$ cat config.mk
export PLATFORM = sky130hd
export DESIGN_NAME = gaussian_table_sampler
export DESIGN_NICKNAME = d
export VERILOG_FILES = /design/src/rtl/gts_pkg.sv /design/src/rtl/gaussian_table_sampler.sv /design/src/rtl/gts_fold_compare.sv /design/src/rtl/gts_zlookup.sv /design/src/rtl/gts_scale.sv
export SDC_FILE = /design/constraint.sdc
export NUM_CORES = 1
export LEC_CHECK = 0
export BUFFER_PORTS_ARGS = -buffer_cell sky130_fd_sc_hd__buf_2
export CAP_MARGIN = 20
export CORE_MARGIN = 4
export CORE_UTILIZATION = 45
export DETAILED_ROUTE_END_ITERATION = 10
export GPL_TIMING_DRIVEN = 0
export PLACE_DENSITY_LB_ADDON = 0.3
export SYNTH_ARGS = -nofsm -noshare
export SYNTH_HDL_FRONTEND = slang
export SYNTH_HIERARCHICAL = 1
export SYNTH_SLANG_ARGS = --single-unit
$ cat constraint.sdc
create_clock -name clk -period 4.8 [get_ports clk]
set_input_delay 0.72 -clock clk [delete_from_list [all_inputs] [get_ports clk]]
set_output_delay 0.72 -clock clk [all_outputs]
set_load 0.02 [all_outputs]
$ cat src/rtl/gts_pkg.sv
// Shared constants, tables and types for the Gaussian table sampler.
`timescale 1ns / 1ps

package gts_pkg;

  localparam int UNIFORM_BITS_DEF = 16;
  localparam int ROWS             = 53;
  localparam int CMP_ROWS         = ROWS - 1;
  localparam int ROW_IDX_W        = 6;
  localparam int DATA_W           = 16;
  localparam int Z_W              = 11;
  localparam int ZMAG_W           = 10;
  localparam int PROD_W           = 28;
  localparam int CFG_INDEX_W      = 2;
  localparam int CDF_W            = 14;
  localparam longint CDF_SCALE    = 10000;

  // Configuration register indexes
  localparam logic [CFG_INDEX_W-1:0] REG_MEAN  = 2'd0;
  localparam logic [CFG_INDEX_W-1:0] REG_STDEV = 2'd1;

  localparam logic signed [DATA_W-1:0] MEAN_RST  = 16'sd0;
  localparam logic [DATA_W-1:0]        STDEV_RST = 16'd256;

  // Normal CDF in units of 1/10000, rows compared by the search
  localparam logic [CDF_W-1:0] P_TAB [CMP_ROWS] = '{
    14'd5000, 14'd5040, 14'd5080, 14'd5120, 14'd5239, 14'd5319, 14'd5438, 14'd5517,
    14'd5636, 14'd5714, 14'd5832, 14'd5910, 14'd6026, 14'd6103, 14'd6217, 14'd6331,
    14'd6406, 14'd6517, 14'd6628, 14'd6700, 14'd6808, 14'd6915, 14'd7019, 14'd7123,
    14'd7224, 14'd7324, 14'd7422, 14'd7517, 14'd7611, 14'd7703, 14'd7823, 14'd7910,
    14'd8023, 14'd8106, 14'd8212, 14'd8315, 14'd8413, 14'd8508, 14'd8621, 14'd8708,
    14'd8810, 14'd8907, 14'd9015, 14'd9115, 14'd9207, 14'd9306, 14'd9406, 14'd9505,
    14'd9608, 14'd9706, 14'd9803, 14'd9901
  };

  // z magnitude in Q2.8 by stop row: the step of the row before, zero at the first row
  localparam logic [ZMAG_W-1:0] Z_MAG [ROWS] = '{
    10'd0,   10'd0,   10'd3,   10'd5,   10'd8,   10'd15,  10'd20,  10'd28,  10'd33,
    10'd41,  10'd46,  10'd54,  10'd59,  10'd67,  10'd72,  10'd79,  10'd87,  10'd92,
    10'd100, 10'd108, 10'd113, 10'd120, 10'd128, 10'd136, 10'd143, 10'd151, 10'd159,
    10'd166, 10'd174, 10'd182, 10'd189, 10'd200, 10'd207, 10'd218, 10'd225, 10'd236,
    10'd246, 10'd256, 10'd266, 10'd279, 10'd289, 10'd302, 10'd315, 10'd330, 10'd346,
    10'd361, 10'd379, 10'd399, 10'd422, 10'd451, 10'd484, 10'd527, 10'd596
  };

  // Control that travels with each word down the pipeline
  typedef struct packed {
    logic valid;
    logic neg;
  } ctl_t;

endpackage

$ cat src/rtl/gaussian_table_sampler.sv
// Top level of the Gaussian table sampler: config registers and pipeline.
// A word taken with start comes out on done once it has passed every pipeline stage.
// Throughput: one word per cycle; busy stays low and the five-stage pipeline
// (fold, CDF compare, z lookup, multiply, round/saturate) never stalls.
// Results are strobed on done for one cycle; the receiver cannot stall.
// Reset (rst, synchronous): clears pipeline valids, mean to 0, stdev to 1.0.
`timescale 1ns / 1ps

module gaussian_table_sampler #(
  parameter int UNIFORM_BITS = gts_pkg::UNIFORM_BITS_DEF
) (
  input  logic                                clk,
  input  logic                                rst,
  input  logic                                start,
  output logic                                busy,
  input  logic [UNIFORM_BITS-1:0]             uniform_sample,
  output logic                                done,
  output logic signed [gts_pkg::DATA_W-1:0]   normal_sample,
  output logic signed [gts_pkg::Z_W-1:0]      z_step,
  input  logic                                cfg_valid,
  output logic                                cfg_ready,
  input  logic [gts_pkg::CFG_INDEX_W-1:0]     cfg_index,
  input  logic [gts_pkg::DATA_W-1:0]          cfg_data
);

  logic signed [gts_pkg::DATA_W-1:0] mean_value;
  logic [gts_pkg::DATA_W-1:0]        std_deviation;
  gts_pkg::ctl_t                     ctl2;
  gts_pkg::ctl_t                     ctl3;
  logic [gts_pkg::CMP_ROWS-1:0]      therm;
  logic signed [gts_pkg::Z_W-1:0]    z3;

  assign busy      = 1'b0;
  assign cfg_ready = 1'b1;

  // Unknown indexes are dropped
  always_ff @(posedge clk) begin
    if (rst) begin
      mean_value    <= gts_pkg::MEAN_RST;
      std_deviation <= gts_pkg::STDEV_RST;
    end else if (cfg_valid && cfg_ready) begin
      case (cfg_index)
        gts_pkg::REG_MEAN:  mean_value    <= signed'(cfg_data);
        gts_pkg::REG_STDEV: std_deviation <= cfg_data;
        default: ;
      endcase
    end
  end

  gts_fold_compare #(
    .UNIFORM_BITS(UNIFORM_BITS)
  ) u_fold_compare (
    .clk      (clk),
    .rst      (rst),
    .in_valid (start && !busy),
    .sample   (uniform_sample),
    .ctl_out  (ctl2),
    .therm    (therm)
  );

  gts_zlookup u_zlookup (
    .clk     (clk),
    .rst     (rst),
    .ctl_in  (ctl2),
    .therm   (therm),
    .ctl_out (ctl3),
    .z       (z3)
  );

  gts_scale u_scale (
    .clk           (clk),
    .rst           (rst),
    .ctl_in        (ctl3),
    .z             (z3),
    .mean_value    (mean_value),
    .std_deviation (std_deviation),
    .done          (done),
    .normal_sample (normal_sample),
    .z_step        (z_step)
  );

  a_latency: assert property (@(posedge clk) disable iff (rst)
    (start && !busy) |-> ##5 done)
    else $error("accepted word did not produce a result after five cycles");

  a_no_phantom: assert property (@(posedge clk) disable iff (rst)
    !start |-> ##5 !done)
    else $error("result strobed without an accepted word");

endmodule

$ cat src/rtl/gts_fold_compare.sv
// Fold stage and CDF threshold compare stage of the Gaussian table sampler.
`timescale 1ns / 1ps

module gts_fold_compare #(
  parameter int UNIFORM_BITS = gts_pkg::UNIFORM_BITS_DEF
) (
  input  logic                                clk,
  input  logic                                rst,
  input  logic                                in_valid,
  input  logic [UNIFORM_BITS-1:0]             sample,
  output gts_pkg::ctl_t                       ctl_out,
  output logic [gts_pkg::CMP_ROWS-1:0]        therm
);

  localparam longint unsigned FULL = (64'd1 << UNIFORM_BITS) - 64'd1;

  gts_pkg::ctl_t           ctl1;
  logic [UNIFORM_BITS-1:0] folded;
  logic [gts_pkg::CMP_ROWS-1:0] therm_next;

  // Fold at one half: full scale is odd, so the top bit marks the upper half
  always_ff @(posedge clk) begin
    if (rst) begin
      ctl1 <= '0;
    end else begin
      ctl1.valid <= in_valid;
      ctl1.neg   <= ~sample[UNIFORM_BITS-1];
    end
    folded <= sample[UNIFORM_BITS-1] ? sample : ~sample;
  end

  // t*10000 > p*M holds exactly when t > floor(p*M/10000)
  for (genvar g = 0; g < gts_pkg::CMP_ROWS; g++) begin : g_cmp
    localparam logic [UNIFORM_BITS-1:0] THR = UNIFORM_BITS'(
      (64'(gts_pkg::P_TAB[g]) * FULL) / 64'(gts_pkg::CDF_SCALE));
    assign therm_next[g] = (folded > THR);
  end

  always_ff @(posedge clk) begin
    if (rst) begin
      ctl_out <= '0;
    end else begin
      ctl_out <= ctl1;
    end
    therm <= therm_next;
  end

  // Rising thresholds give a thermometer code: a set bit implies all lower bits set
  a_therm_mono: assert property (@(posedge clk) disable iff (rst)
    ctl_out.valid |-> (((therm >> 1) & ~therm) == '0))
    else $error("threshold compare is not a thermometer code");

endmodule

$ cat src/rtl/gts_zlookup.sv
// Stop-row encode and signed z lookup stage of the Gaussian table sampler.
`timescale 1ns / 1ps

module gts_zlookup (
  input  logic                                clk,
  input  logic                                rst,
  input  gts_pkg::ctl_t                       ctl_in,
  input  logic [gts_pkg::CMP_ROWS-1:0]        therm,
  output gts_pkg::ctl_t                       ctl_out,
  output logic signed [gts_pkg::Z_W-1:0]      z
);

  logic [gts_pkg::CMP_ROWS+1:0]  edges;
  logic [gts_pkg::ZMAG_W-1:0]    zmag;
  logic signed [gts_pkg::Z_W-1:0] zpos;
  logic signed [gts_pkg::Z_W-1:0] z_next;

  // Stop row k is where the padded thermometer goes from one to zero
  always_comb begin
    edges = {1'b0, therm, 1'b1};
    zmag  = '0;
    for (int k = 0; k < gts_pkg::ROWS; k++) begin
      if (edges[k] && !edges[k+1]) begin
        zmag = zmag | gts_pkg::Z_MAG[k];
      end
    end
    zpos   = signed'({1'b0, zmag});
    z_next = ctl_in.neg ? -zpos : zpos;
  end

  always_ff @(posedge clk) begin
    if (rst) begin
      ctl_out <= '0;
    end else begin
      ctl_out <= ctl_in;
    end
    z <= z_next;
  end

  a_z_range: assert property (@(posedge clk) disable iff (rst)
    ctl_out.valid |-> (z <= 11'sd596 && z >= -11'sd596))
    else $error("z step out of table range");

  a_z_sign: assert property (@(posedge clk) disable iff (rst)
    (ctl_in.valid && !ctl_in.neg) |=> (z >= 11'sd0))
    else $error("upper-half sample gave a negative z");

endmodule

$ cat src/rtl/gts_scale.sv
// Multiply and round/saturate stages of the Gaussian table sampler.
`timescale 1ns / 1ps

module gts_scale (
  input  logic                                clk,
  input  logic                                rst,
  input  gts_pkg::ctl_t                       ctl_in,
  input  logic signed [gts_pkg::Z_W-1:0]      z,
  input  logic signed [gts_pkg::DATA_W-1:0]   mean_value,
  input  logic [gts_pkg::DATA_W-1:0]          std_deviation,
  output logic                                done,
  output logic signed [gts_pkg::DATA_W-1:0]   normal_sample,
  output logic signed [gts_pkg::Z_W-1:0]      z_step
);

  localparam int SUM_W = gts_pkg::PROD_W + 1;
  localparam int RES_W = SUM_W - 8;

  logic                                 valid4;
  logic signed [gts_pkg::PROD_W-1:0]    prod;
  logic signed [gts_pkg::Z_W-1:0]       z4;
  logic signed [SUM_W-1:0]              sum;
  logic signed [RES_W-1:0]              rounded;
  logic signed [gts_pkg::DATA_W-1:0]    sat;

  always_ff @(posedge clk) begin
    if (rst) begin
      valid4 <= 1'b0;
    end else begin
      valid4 <= ctl_in.valid;
    end
    prod <= gts_pkg::PROD_W'(signed'({1'b0, std_deviation}) * z);
    z4   <= z;
  end

  // Q13.16 sum plus half an LSB, then floor to Q13.8 and clamp to Q8.8
  always_comb begin
    sum = (SUM_W'(mean_value) <<< 8) + SUM_W'(prod) + SUM_W'(128);
    rounded = RES_W'(sum >>> 8);
    if (rounded > RES_W'(32767)) begin
      sat = 16'sh7FFF;
    end else if (rounded < -RES_W'(32768)) begin
      sat = -16'sh8000;
    end else begin
      sat = rounded[gts_pkg::DATA_W-1:0];
    end
  end

  always_ff @(posedge clk) begin
    if (rst) begin
      done <= 1'b0;
    end else begin
      done <= valid4;
    end
    normal_sample <= sat;
    z_step        <= z4;
  end

  a_zero_z: assert property (@(posedge clk) disable iff (rst)
    (valid4 && z4 == '0) |=> (normal_sample == $past(mean_value)))
    else $error("zero step must return the mean");

endmodule

==> impl_metrics.csv <==
group,metric,value,unit
status,status,"finished, violations left",
status,violations,"setup timing",
power_and_ir_drop,pwr_density_cell,364,nW/um^2
cts,clkLatencyLatePin,0.45,ns
detailed_routing,wl,47.7,mm
worst_setup_path,worst-path-buf-inv,7,
power_and_ir_drop,ir_worst_vdd,0.263,mV
timing,finalHoldViolations,0,
detailed_routing,vias,12569,
cells_and_area,final_common_cell,"inv_1",
floorplan,die_h,187,um
detailed_routing,avgViaCountPerCell,5.82,
timing,relSlewSlack,0.295,
place,place_ws,-0.694,ns
cts,clockBufferDepth,2,
timing,timing.final.ws_setup,-0.456,ns
worst_setup_path,cp-start-kind,"flop",
min_path,min_path_cells,0,
global_routing,grt_pass1_wl,73.6,mm
worst_setup_path,arrival,5.63,ns
floorplan,core,31600,um^2
global_routing,grtUsageTotal,0.270,
synthesis,ys_warn_count,6,
place,dp_hpwl,36.9,mm
worst_setup_path,critPathKind,"flop to flop",
cells_and_area,final_cell_mix,"inv_1, dfxtp_1, nand2_1",
timing,drv_slew,0,
cells_and_area,area_growth,17.7,%
worst_setup_path,critPathTopFamily,"adder cells",
timing,fin_crit,5.26,ns
timing,rsz0062_at_grt,"true",
timing,period_share,1.10,
timing,timing.fmax,190,MHz
cts,cts.sink_count,176,
synthesis,avgSynthCellArea,8.87,um^2
cts,clkTransAtPathRegs,0.06,ns
cts,tritoncts,"yes",
min_path,holdCritPathClass,"flop to flop",
floorplan,io_pins,68,
place,gp_congestion,1.04,
worst_setup_path,worstPathRequired,5.17,ns
global_routing,grt_max_degree,17,
place,placed_cell_area,15700,um^2
detailed_routing,postRouteAntennaNets,0,
timing,totalNegativeSetupSlack,-3.95,ns
worst_setup_path,endpoint_kind,"flop",
synthesis,synth_cells,1624,
cts,cts_max_level,4,
worst_setup_path,slowest_delay,0.55,ns
timing,tightest_slew,1.05,ns
worst_setup_path,path_depth,22,
detailed_routing,drt-pass1-iter-count,6,
cells_and_area,n_antenna_cell,0,
floorplan,start_util,0.456,
detailed_routing,wl_per_cell,22.1,um
floorplan,rows,65,
power_and_ir_drop,power,6.17,mW
detailed_routing,drt-initial-drc-count,1222,
cells_and_area,fin_util,0.537,
power_and_ir_drop,power.leakage,7.53,nW
cells_and_area,drive_above_1_share,0.185,
detailed_routing,drc,0,
floorplan,die_x,187,um
synthesis,synth_area,14400,um^2
worst_setup_path,path_cells,"clkbuf_16 > buf_6 > nand2_2 > fa_1 > inv_1 > fa_1 > fa_1 > fa_1 > inv_1 > fa_1 > inv_2 > ha_4 > a21oi_2 > o21ai_2 > a22o_1 > a31oi_4 > o211ai_1 > buf_4 > buf_4 > o21a_1 > nor2_2 > xnor2_1",
cts,clockRootBuffer,"clkbuf_16",
synthesis,synth_nets,1887,
cts,cts_made_buffers,17,
worst_setup_path,ff2ff_path_depth,22,
global_routing,grt.overflow.total,0,
worst_setup_path,slowest_stage,"fa_1",
timing,fin_skew,0.0119,ns
timing,setup_viol,13,
cells_and_area,nets,2008,
cells_and_area,design_area,16900,um^2
floorplan,dieArea,34900,um^2
worst_setup_path,cp_max_fo,6,
job,maxCapViolCount,0,
global_routing,antenna_found_initial,2,
global_routing,grt_pass1_vias,12558,
place,io_buffer_count,64,
worst_setup_path,crit_top_cell,"fa_1",
repair_timing:
item / in CTS / in global routing
setup buffers: 17 / 20
gates resized for setup: 47 / 53
cloned: 1 / 0
pin swaps: 8 / 41
setup endpoints to repair: 15 / 15
hold buffers: 0 / 0
where the power goes:
part	leakage [nW]	switching [mW]	internal, mW
clock network	0.289	0.621	0.790
registers	1.47	0.128	1.69
logic	5.77	1.72	1.23
sequential cells by signal, indices dropped and copies added (netlist names):
register	flops
u_fold_compare/therm	51
u_scale/prod	21
mean_value	16
std_deviation	16
u_fold_compare/folded	16
u_scale/normal_sample	16
u_scale/z4	11
u_scale/z_step	11
u_zlookup/z	11
u_fold_compare/ctl1	2
u_fold_compare/ctl_out	2
u_scale/done	1
u_scale/valid4	1
u_zlookup/ctl_out	1
layout make-up:
cell class                 count  area, um^2
buffer                        89         679
sequential                   176        3590
timing repair buffer         103         668
inverter                     190         716
clock buffer                  18         439
multi-input combinational   1168       10200
fill                        2908       14600
tap                          402         503
clock inverter                13         159
metrics by stage:
stage | std cells | hold slack, ns
2_1_floorplan | 1624 | 0.310
3_3_place_gp | 2090 | 0.311
3_5_place_dp | 2091 | 0.312
4_1_cts | 2140 | 0.328
5_1_grt | 2159 | 0.332
6_report | 2159 | 0.326
path summary, 6_finish.rpt:
kind	start	end	slack, ns
min reg2reg	u_scale/z4[8]	u_scale/z_step[8]	0.33
min	u_scale/z4[8]	u_scale/z_step[8]	0.33
max reg2reg	u_zlookup/z[7]	u_scale/prod[25]	-0.46
max	u_zlookup/z[7]	u_scale/prod[25]	-0.46
layer usage:
layer,global-route usage,vias up,share of wire
li1,-,5723,-
met1,0.375,6053,0.43
met2,0.402,638,0.43
met3,0.0694,153,0.092
met4,0.116,2,0.047
met5,0,-,0.000021
(Power assumes the default switching activity.)
